--- src/rtl/aprt_pkg.sv ---
// Package for the adaptive probabilistic rate throttle: field widths, defaults
// and the command/status structs between controller and datapath.
// No dependencies.
`timescale 1ns / 1ps

package aprt_pkg;

	// Field widths fixed by the stream format.
	localparam int TIME_W = 32;
	localparam int RND_W = 16;
	localparam int RATE_W = 16;
	localparam int CNT_W = 32;

	// 1000 * count needs 42 bits, max_rate * elapsed needs 48 bits.
	localparam int MS_PER_SEC = 1000;
	localparam int EVENTS_W = 42;
	localparam int ALLOWED_W = 48;
	// Partial remainder before reduction stays below three divisors.
	localparam int REM_W = EVENTS_W + 2;

	localparam int IN_DATA_W = 48;
	localparam int OUT_DATA_W = 8;

	localparam int EVAL_INTERVAL_MS_DEF = 100;
	localparam int RANDOM_BITS_DEF = 16;
	localparam logic [RATE_W-1:0] MAX_RATE_RESET = RATE_W'(50);

	typedef struct packed {
		logic accept;    // capture the item, bump the sample count
		logic mul;       // form events and allowed products
		logic cmp;       // rate test, zero threshold or start the divider
		logic div_step;  // one quotient bit
		logic update;    // restart the window
		logic load_out;  // register the pass decision
	} aprt_cmd_t;

	typedef struct packed {
		logic trigger;   // arrival time is past the next evaluation time
		logic below;     // measured rate is below max_rate
		logic div_last;  // current divider step is the final one
		logic out_full;  // output register holds an item not taken this cycle
	} aprt_sts_t;

endpackage

--- src/rtl/aprt_ctrl.sv ---
// Controller state machine of the rate throttle.
// Depends on aprt_pkg for the command and status structs.
`timescale 1ns / 1ps

module aprt_ctrl (
	input  logic               clk,
	input  logic               arst_n,
	input  logic               in_valid,
	output logic               in_ready,
	input  aprt_pkg::aprt_sts_t sts,
	output aprt_pkg::aprt_cmd_t cmd
);

	typedef enum logic [2:0] {
		ST_IDLE,
		ST_CHECK,
		ST_MUL,
		ST_CMP,
		ST_DIV,
		ST_UPDATE,
		ST_DONE
	} state_t;

	state_t state_q;

	always_ff @(posedge clk or negedge arst_n) begin
		if (!arst_n) begin
			state_q <= ST_IDLE;
		end else begin
			unique case (state_q)
				ST_IDLE: begin
					if (in_valid) state_q <= ST_CHECK;
				end
				ST_CHECK: begin
					state_q <= sts.trigger ? ST_MUL : ST_DONE;
				end
				ST_MUL: begin
					state_q <= ST_CMP;
				end
				ST_CMP: begin
					state_q <= sts.below ? ST_UPDATE : ST_DIV;
				end
				ST_DIV: begin
					if (sts.div_last) state_q <= ST_UPDATE;
				end
				ST_UPDATE: begin
					state_q <= ST_DONE;
				end
				ST_DONE: begin
					if (!sts.out_full) state_q <= ST_IDLE;
				end
				default: begin
					state_q <= ST_IDLE;
				end
			endcase
		end
	end

	assign in_ready = (state_q == ST_IDLE);

	always_comb begin
		cmd = '0;
		cmd.accept   = (state_q == ST_IDLE) && in_valid;
		cmd.mul      = (state_q == ST_MUL);
		cmd.cmp      = (state_q == ST_CMP);
		cmd.div_step = (state_q == ST_DIV);
		cmd.update   = (state_q == ST_UPDATE);
		cmd.load_out = (state_q == ST_DONE) && !sts.out_full;
	end

endmodule

--- src/rtl/aprt_datapath.sv ---
// Datapath of the rate throttle: window state, products, radix-2 divider
// and the output register. Depends on aprt_pkg.
`timescale 1ns / 1ps

module aprt_datapath #(
	parameter int EVAL_INTERVAL_MS = aprt_pkg::EVAL_INTERVAL_MS_DEF,
	parameter int RANDOM_BITS = aprt_pkg::RANDOM_BITS_DEF
) (
	input  logic                          clk,
	input  logic                          arst_n,
	input  aprt_pkg::aprt_cmd_t           cmd,
	output aprt_pkg::aprt_sts_t           sts,
	input  logic [aprt_pkg::TIME_W-1:0]   now_ms,
	input  logic [aprt_pkg::RND_W-1:0]    random_value,
	input  logic                          cfg_we,
	input  logic [aprt_pkg::RATE_W-1:0]   cfg_max_rate,
	output logic                          out_valid,
	input  logic                          out_ready,
	output logic                          pass
);

	localparam int TW = aprt_pkg::TIME_W;
	localparam int RW = aprt_pkg::REM_W;
	localparam int STEP_W = $clog2(RANDOM_BITS);
	localparam int CMP_W = (RANDOM_BITS > aprt_pkg::RND_W) ? RANDOM_BITS : aprt_pkg::RND_W;
	localparam logic [RANDOM_BITS-1:0] RMAX = {RANDOM_BITS{1'b1}};
	localparam logic [STEP_W-1:0] LAST_STEP = STEP_W'(RANDOM_BITS - 1);
	localparam logic [aprt_pkg::CNT_W-1:0] CNT_MAX = {aprt_pkg::CNT_W{1'b1}};

	// Architectural state.
	logic [aprt_pkg::RATE_W-1:0] max_rate_q;
	logic [TW-1:0]               window_start_q;
	logic [TW-1:0]               next_eval_q;
	logic [aprt_pkg::CNT_W-1:0]  count_q;
	logic [RANDOM_BITS-1:0]      thr_q;

	// Per-item working registers.
	logic [TW-1:0]                  now_q;
	logic [aprt_pkg::RND_W-1:0]     rnd_q;
	logic                           trigger_q;
	logic [TW-1:0]                  elapsed_q;
	logic [aprt_pkg::EVENTS_W-1:0]  events_q;
	logic [aprt_pkg::ALLOWED_W-1:0] allowed_q;
	logic [RW-1:0]                  rem_q;
	logic [RANDOM_BITS-1:0]         quo_q;
	logic [STEP_W-1:0]              step_q;
	logic                           out_valid_q;
	logic                           pass_q;

	// Divider step: the numerator adds allowed at every bit since RMAX is all
	// ones, so the partial remainder stays below three divisors.
	logic [RW-1:0]          div_d;
	logic [RW-1:0]          div_d2;
	logic [RW-1:0]          div_t;
	logic [RW-1:0]          rem_next;
	logic [1:0]             digit;
	logic [RANDOM_BITS-1:0] quo_next;

	always_comb begin
		div_d  = RW'(events_q);
		div_d2 = {div_d[RW-2:0], 1'b0};
		div_t  = {rem_q[RW-2:0], 1'b0} + RW'(allowed_q);
		if (div_t >= div_d2) begin
			rem_next = div_t - div_d2;
			digit    = 2'd2;
		end else if (div_t >= div_d) begin
			rem_next = div_t - div_d;
			digit    = 2'd1;
		end else begin
			rem_next = div_t;
			digit    = 2'd0;
		end
		quo_next = (quo_q << 1) + RANDOM_BITS'(digit);
	end

	always_ff @(posedge clk or negedge arst_n) begin
		if (!arst_n) begin
			max_rate_q     <= aprt_pkg::MAX_RATE_RESET;
			window_start_q <= '0;
			next_eval_q    <= '0;
			count_q        <= '0;
			thr_q          <= '0;
			trigger_q      <= 1'b0;
			step_q         <= '0;
			out_valid_q    <= 1'b0;
		end else begin
			if (cfg_we) max_rate_q <= cfg_max_rate;

			if (cmd.accept) begin
				if (count_q != CNT_MAX) count_q <= count_q + 1'b1;
				trigger_q <= (now_ms > next_eval_q);
			end

			if (cmd.cmp) begin
				step_q <= '0;
				if (sts.below) thr_q <= '0;
			end

			if (cmd.div_step) begin
				step_q <= step_q + 1'b1;
				if (step_q == LAST_STEP) thr_q <= RMAX - quo_next;
			end

			if (cmd.update) begin
				window_start_q <= now_q;
				next_eval_q    <= now_q + TW'(EVAL_INTERVAL_MS);
				count_q        <= '0;
			end

			if (cmd.load_out) begin
				out_valid_q <= 1'b1;
			end else if (out_ready) begin
				out_valid_q <= 1'b0;
			end
		end
	end

	always_ff @(posedge clk) begin
		if (cmd.accept) begin
			now_q     <= now_ms;
			rnd_q     <= random_value;
			elapsed_q <= now_ms - window_start_q;
		end
		if (cmd.mul) begin
			events_q  <= aprt_pkg::EVENTS_W'(count_q) *
			             aprt_pkg::EVENTS_W'(aprt_pkg::MS_PER_SEC);
			allowed_q <= aprt_pkg::ALLOWED_W'(max_rate_q) *
			             aprt_pkg::ALLOWED_W'(elapsed_q);
		end
		if (cmd.cmp) begin
			rem_q <= '0;
			quo_q <= '0;
		end
		if (cmd.div_step) begin
			rem_q <= rem_next;
			quo_q <= quo_next;
		end
		if (cmd.load_out) begin
			pass_q <= (CMP_W'(rnd_q) > CMP_W'(thr_q));
		end
	end

	always_comb begin
		sts.trigger  = trigger_q;
		sts.below    = (aprt_pkg::ALLOWED_W'(events_q) < allowed_q);
		sts.div_last = (step_q == LAST_STEP);
		sts.out_full = out_valid_q && !out_ready;
	end

	assign out_valid = out_valid_q;
	assign pass      = pass_q;

endmodule

--- src/rtl/adaptive_probabilistic_rate_throttle_top.sv ---
// Top level of the adaptive probabilistic rate throttle.
// Depends on aprt_pkg, aprt_ctrl and aprt_datapath.
`timescale 1ns / 1ps
//
//  Channel  Direction  Handshake                  Payload
//  s_axis   in         s_axis_tvalid/tready       tdata: now_ms, random_value
//  m_axis   out        m_axis_tvalid/tready       tdata: pass
//  cfg      in         cfg_valid/cfg_ready        cfg_data: max_rate
//
// An item that does not start an evaluation passes from acceptance through the
// check and done states back to idle. An item whose arrival time is past the
// next evaluation time also passes through the multiply, compare and update
// states and, when the measured rate is not below max_rate, through the divide
// state, where the radix-2 divider produces one quotient bit per cycle. Reset
// is asynchronous and active low; it restores max_rate to 50 and clears the
// window, the count and the threshold. The output register decouples the two
// sides: a new item is taken while a result is still waiting, and only the
// final step that writes the output register waits for m_axis_tready.

module adaptive_probabilistic_rate_throttle_top #(
	parameter int EVAL_INTERVAL_MS = aprt_pkg::EVAL_INTERVAL_MS_DEF,
	parameter int RANDOM_BITS = aprt_pkg::RANDOM_BITS_DEF
) (
	input  logic                              clk,
	input  logic                              arst_n,
	input  logic                              s_axis_tvalid,
	output logic                              s_axis_tready,
	// Fields from bit 0: now_ms [31:0], random_value [47:32].
	input  logic [aprt_pkg::IN_DATA_W-1:0]    s_axis_tdata,
	output logic                              m_axis_tvalid,
	input  logic                              m_axis_tready,
	// Fields from bit 0: pass [0], zero fill [7:1].
	output logic [aprt_pkg::OUT_DATA_W-1:0]   m_axis_tdata,
	input  logic                              cfg_valid,
	output logic                              cfg_ready,
	input  logic [aprt_pkg::RATE_W-1:0]       cfg_data
);

	aprt_pkg::aprt_cmd_t cmd;
	aprt_pkg::aprt_sts_t sts;
	logic                pass;

	// The register write is always taken, also while an item is in progress.
	assign cfg_ready = 1'b1;

	aprt_ctrl u_ctrl (
		.clk      (clk),
		.arst_n   (arst_n),
		.in_valid (s_axis_tvalid),
		.in_ready (s_axis_tready),
		.sts      (sts),
		.cmd      (cmd)
	);

	aprt_datapath #(
		.EVAL_INTERVAL_MS (EVAL_INTERVAL_MS),
		.RANDOM_BITS      (RANDOM_BITS)
	) u_datapath (
		.clk          (clk),
		.arst_n       (arst_n),
		.cmd          (cmd),
		.sts          (sts),
		.now_ms       (s_axis_tdata[aprt_pkg::TIME_W-1:0]),
		.random_value (s_axis_tdata[aprt_pkg::TIME_W +: aprt_pkg::RND_W]),
		.cfg_we       (cfg_valid),
		.cfg_max_rate (cfg_data),
		.out_valid    (m_axis_tvalid),
		.out_ready    (m_axis_tready),
		.pass         (pass)
	);

	// The pass decision sits in bit 0; the rest of the byte is zero.
	assign m_axis_tdata = aprt_pkg::OUT_DATA_W'(pass);

endmodule

--- config.mk ---
export PLATFORM = sky130hd
export DESIGN_NAME = adaptive_probabilistic_rate_throttle_top
export DESIGN_NICKNAME = d
export VERILOG_FILES = /design/src/rtl/aprt_pkg.sv /design/src/rtl/aprt_ctrl.sv /design/src/rtl/aprt_datapath.sv /design/src/rtl/adaptive_probabilistic_rate_throttle_top.sv
export SDC_FILE = /design/constraint.sdc
export NUM_CORES = 2
export LEC_CHECK = 0
export ABC_AREA = 1
export BUFFER_PORTS_ARGS = -buffer_cell sky130_fd_sc_hd__buf_2
export CAP_MARGIN = 20
export CORE_MARGIN = 4
export CORE_UTILIZATION = 40
export CTS_BUF_LIST = sky130_fd_sc_hd__clkbuf_4
export DETAILED_ROUTE_END_ITERATION = 6
export PLACE_DENSITY_LB_ADDON = 0.1
export SLEW_MARGIN = 10
export SYNTH_ARGS = -nofsm -noshare
export SYNTH_HDL_FRONTEND = slang
export SYNTH_SLANG_ARGS = --single-unit
--- constraint.sdc ---
create_clock -name clk -period 13.6 [get_ports clk]
set_clock_uncertainty 0.1 [all_clocks]
set_input_delay 2.04 -clock clk [delete_from_list [all_inputs] [get_ports clk]]
set_output_delay 2.04 -clock clk [all_outputs]
set_load 0.01 [all_outputs]
-- Yosys cells after proc, flatten, opt, wreduce, memory -nomap -nowiden
Cells that the tools add are included.
- register bits after elaboration: 363
- bits in latches: 0
- memory bits (writable): 0
- memory bits (read-only): 0
- input bits: 69
- output and inout port bits: 11
- logic and storage cells: 81
- memories: 0
- add/sub/neg operators: 9
- $mul: 2
- div/mod/pow operators: 0
- magnitude comparators: 5
- eq/ne operators: 11
- shifts and indexed selects: 0
- mux-type cells: 25
- bitwise operators: 0
- reduce and logical (&&, ||, !) cells: 12
- operators by type and width (cell ; count):
    2-to-1 mux 43 bit ; 4
    2-to-1 mux 32 bit ; 3
    2-to-1 mux 16 bit ; 4
    < comparator 42 x 48 -> 1 bit ; 1
    multiplier 16 x 32 -> 48 bit ; 1
    adder 44 bit ; 1
    >= comparator 44 x 42 -> 1 bit ; 1
    >= comparator 44 x 43 -> 1 bit ; 1
    subtractor 43 x 42 -> 43 bit ; 1
    subtractor 43 bit ; 1
    multiplier 32 x 7 -> 39 bit, second input constant ; 1
    adder 32 x 1 -> 32 bit, second input constant ; 1
    adder 32 x 7 -> 32 bit, second input constant ; 1
    greater-than comparator 32 bit ; 1
    != test 32 bit, second input constant ; 1
    subtractor 32 bit ; 1
    2-to-1 mux 15 bit ; 2
    one-hot mux 3 bit (7 select lines) ; 1
    adder 16 x 2 -> 16 bit ; 1
    greater-than comparator 16 bit ; 1
    subtractor 16 bit, first input constant ; 1
    2-to-1 mux 3 bit ; 4
    equality test 3 bit, second input constant ; 3
    2-to-1 mux 4 bit ; 2
    other kinds (14) ; 25

-- Depth between registers and ports, before layout
- depth in word-level cells: 8
- mapped depth: 39
- mapped depth without buffers: 38

-- Modules after synthesis
A second synthesis with hierarchy kept.
- cell total of the unflattened synthesis: 6234
- area total of the unflattened synthesis: 48708.0 µm²
- modules (own cells, without submodules) (module ; times used ; cells each ; area each (µm²) ; seq. area each (µm²)):
    aprt_datapath ; 1 ; 6189 ; 48402.7 ; 10093.4
    aprt_ctrl ; 1 ; 34 ; 230.2 ; 75.1
    adaptive_probabilistic_rate_throttle_top ; 1 ; 11 ; 75.1 ; 0.0

-- Worst setup path after synthesis
No wires, ideal clock.
- kind: reg2reg
- start: reg u_ctrl.state_q[2]
- end: reg u_ctrl.state_q[1]
- library setup time: 0.099 ns
- arrival time: 7.147 ns
- data required time: 13.401 ns
- setup slack: 6.254 ns
- stages on the path, launching flop included: 4
- buffers on the path: 1
- period minus slack after synthesis: 7.346 ns
- cells stage by stage: dfrtp_1 clkbuf_1 nor3_1 or3b_2
- word-level cells in the longest chain between the ends: 3
- elaborated cells between the ends (all ways): 12
- those cells by class: eq/ne (9); mux (1); reduce/logical (2)
- ends and longest elaborated chain (element ; RTL line ; text):
    start: declaration ; aprt_ctrl.sv:24 ; state_t state_q;
    start signal: assignment ; aprt_ctrl.sv:35 ; state_q <= sts.trigger ? ST_MUL : ST_DONE;
    start signal: assignment ; aprt_ctrl.sv:41 ; state_q <= sts.below ? ST_UPDATE : ST_DIV;
    equality test 3 bit or zero test 3 bit (tied branches) ; aprt_ctrl.sv:30 ; unique case (state_q)
    != test 2 bit (no source line) or != test 2 x 1 -> 1 bit (tied branches) ; - ;
    AND reduction 3 bit (no source line) ; - ;
Parallel ways exist; a longest one is shown, timed or not.
A chain may end at the register's enable or synchronous reset.

-- Final worst setup path
- start: reg u_datapath.max_rate_q[1] (netlist bit)
- end: reg u_datapath.allowed_q[41] (netlist bit), data pin
- word-level cells in the longest chain between the ends: 1
- ends and longest elaborated chain (element ; RTL line ; text):
    start: declaration ; aprt_datapath.sv:31 ; logic [aprt_pkg::RATE_W-1:0] max_rate_q;
    start signal: assignment ; aprt_datapath.sv:78 ; max_rate_q <= aprt_pkg::MAX_RATE_RESET;
    start signal: assignment ; aprt_datapath.sv:87 ; if (cfg_we) max_rate_q <= cfg_max_rate;
    multiplier 16 x 32 -> 48 bit ; aprt_datapath.sv:127 ; allowed_q <= aprt_pkg::ALLOWED_W'(max_rate_q) *
    end signal: assignment ; aprt_datapath.sv:127 ;
    end: declaration ; aprt_datapath.sv:43 ; logic [aprt_pkg::ALLOWED_W-1:0] allowed_q;
Every way passes these cells.

==> results.md <==
* Layout area overhead at 6.77%
* Die width at 355 um
* Root buf cell: clkbuf_4
* Vias per cell at 5.13
* Pre-CTS setup slack at 6.53 ns
* Setup crit start kind: register
* Max cap viols at 0
* Worst min path class: reg2reg
* Most used flip-flop cell after synthesis: edfxtp_1
* Fin worst setup slack at 6.35 ns
* Flops & latches, synth at 361
* Initial DRT Pass Iterations at 5
* Skew-Pair Late Insertion Delay at 1.05 ns
* Crit path kind: reg2reg
* Number of global-route vias before repair at 42000
* TritonCTS clock tree: yes
* Synth area leader: fa_1
* Critical path's top delay family: adder cells
* Critical Path RT at 14.19 ns
* Largest fanout on the critical path at 33
* Async S/R FF share, synth at 37.4%
* Final Max Slew Viols at 0
* Num CTS Buffers at 106
* Post-CTS Hold Buffers at 0
* RePlAce Congestion at 0.968
* Number of DRC markers in iteration 0 at 2418
* HPWL reported at the end of detailed placement at 133 mm
* Final wirelength at 164 mm
* CP max stage delay at 1.16 ns
* Row count at 127
* Critical-path cell list: nand2_1 > fa_1 > fa_1 > fa_1 > inv_1 > fa_1 > fa_1 > inv_1 > fa_1 > inv_1 > ha_1 > a21oi_1 > nor2_1 > nor2_1 > a21boi_0 > o21ai_0 > a21oi_1 > o21ai_0 > nand2_1 > nand2_1 > a21oi_1 > inv_1 > nand2_1 > nand2_1
* # Post-CTS Setup Buffers at 0
* Hold Vio Cnt, Final at 0
* Cell variety after synth at 63
* Slew @ Worst Pin at 1.07 ns
* Avg Inst Size Synth at 7.85 um^2
* Post-Syn Instances at 6144
* Area contributors post-synth: fa_1, edfxtp_1, ha_1
* Mapped cell area at 48200 um^2
* Die Y at 355 um
* H-tree depth at 3
* Clock Path Buffers at 3
* Setup TNS at 0 ns
* Post-synthesis sequential area ratio at 21.1%
* Buffers and inverters on the worst path at 4
* Placed Cells at 7675
* Finished Core Util at 43.0%
* Tmin final at 7.25 ns
* GR Overflow Total at 0
* Nets at 7225
* Slew headroom at 28.3%
* Arrival @ worst endpoint at 7.84 ns
* Leading cell type in the layout, fill and taps excluded: nand2_1
* First-pass GRT wire length at 252 mm
* Status: finished clean
* Top Ports at 80
* Initial Util at 40.3%
* Port bufs at 71
* Ratio of cells with drive above 1 in the final layout at 5.59%
* DR WL/cell at 20.9 um
* Unrepaired setup endpoints after global routing: no
* Layout Cells excl Fill at 7885
* Worst-path clk slew at 0.06 ns
* Post-synth EDFFs at 226
* Post-route ant nets at 0
* Final worst-path cycle share at 53.3%
* Vias at 40500
* Post_cts resized at 0
* Fmax at 138 MHz
* Most frequent cells in the layout: nand2_1, inv_1, fa_1, nor2_1, ha_1
* Cell repeated most along the worst path: fa_1
* Slowest-stage cell, CP: dfstp_2
* Gr usage total at 26.2%
* Largest net degree at the start of global routing at 85
* CP Capture Type: register
* DRC at 0
* Sink Count at 361
* Initial antenna violation count at 5
* Core Area at 120000 um^2
* Ys Warns at 0
* Setup-failing EPs final at 0
* Die area at 126000 um^2
* Yosys top cell area share at 22.4%
## synthesized netlist by cell type, drive strengths merged, types with 2 or more instances
library cell  number
inv             1281
edfxtp           226
fa               540
xnor2             79
nor4              23
nand2           1416
a21o              28
dfrtp            132
nand4             95
o31ai             14
nor3              60
o21bai            33
o22ai              3
nand3b            10
a21oi            352
o2111ai            2
a31o               2
nand3            205
o21ai            241
o221a              2
a221oi             3
ha               445
or2                4
clkbuf           150
o21a              20
o221ai             7
mux2              16
conb               2
buf               38
dfstp              3
a22o               2
o211ai            13
and3              12
nor2             460
xor2             149
a31oi             47
nor3b              5
a21boi             9
a211oi             9
## path summary, 6_finish.rpt
path / start / to / slack, ns / depth (start not counted)
worst max-delay path: u_datapath.max_rate_q[1]$_DFFE_PN1P_ / u_datapath.allowed_q[41]$_DFFE_PP_ / 6.35 / 24
worst min-delay path: u_datapath.now_q[1]$_DFFE_PP_ / u_datapath.next_eval_q[1]$_DFFE_PN0P_ / 0.36 / 2
worst max register to register: u_datapath.max_rate_q[1]$_DFFE_PN1P_ / u_datapath.allowed_q[41]$_DFFE_PP_ / 6.35 / 24
worst min register to register: u_datapath.now_q[1]$_DFFE_PP_ / u_datapath.next_eval_q[1]$_DFFE_PN0P_ / 0.36 / 2
max in group asynchronous: arst_n / u_datapath.thr_q[1]$_DFF_PN0_ / 11.10 / 2
min in group asynchronous: arst_n / u_datapath.next_eval_q[12]$_DFFE_PN0P_ / 0.95 / 1
## sequential cells by signal, indices dropped and copies added, names as in the netlist
name and cells:
u_datapath.allowed_q 48, u_datapath.rem_q 43, u_datapath.events_q 39, u_datapath.count_q 32, u_datapath.elapsed_q 32, u_datapath.next_eval_q 32
u_datapath.now_q 32, u_datapath.window_start_q 30, u_datapath.max_rate_q 16, u_datapath.rnd_q 16, u_datapath.thr_q 16, u_datapath.quo_q 15
u_datapath.step_q 4, u_ctrl.state_q 3, u_datapath.out_valid 1, u_datapath.pass 1, u_datapath.trigger_q 1
## area by class of cell
| type | count | area, um^2 |
|---|---|---|
| Antenna cell | 10 | 25.0 |
| Clock buffer | 160 | 1200 |
| Clock inverter | 40 | 220 |
| Fill cell | 12600 | 68300 |
| Inverter | 1282 | 4820 |
| Multi-Input combinational cell | 4319 | 32500 |
| Sequential cell | 361 | 10200 |
| Tap cell | 1612 | 2020 |
| Timing Repair Buffer | 101 | 587 |
## through the flow
stage          instance area [um^2]  hold WS [ns]
2_1_floorplan                 48300         0.325
3_3_place_gp                  50100         0.340
3_5_place_dp                  50100         0.361
4_1_cts                       51500         0.361
5_1_grt                       51500         0.411
6_report                      51500         0.357
## worst reg2reg max path: cells and delay by family, from the launching register on
family / cells / cell delay, ns
flops: 1 / 1.16
buf+inv: 4 / 0.25
compound gates: 6 / 1.26
fa+ha+maj: 7 / 3.47
simple gates: 7 / 0.66
## layer usage
layer  GRT usage (%)  wire length (um)  vias to the layer above  part of all wire (%)
li1                -                 -                    19400                     -
met1            34.1             71400                    19700                    43
met2            42.8             75600                     1062                    46
met3            4.05              8930                      272                   5.4
met4            12.5              8410                        4                   5.1
met5           0.500               100                        -                 0.061
## cells by family (layout without fill, tap and decap cells)
family          Yosys count  in the layout  synth area share [%]
simple gates           2293           2293                  19.6
flops                   361            361                  21.1
xor+xnor                228            228                  4.14
fa+ha+maj               985            985                  33.9
compound gates          789            789                  9.17
buf+inv                1470           1583                  11.7
other cells               2             18                0.0156
mux                      16             16                 0.373
Power is not shown: default switching activity piles up to over one toggle a cycle in this logic, so the estimate is an artifact.
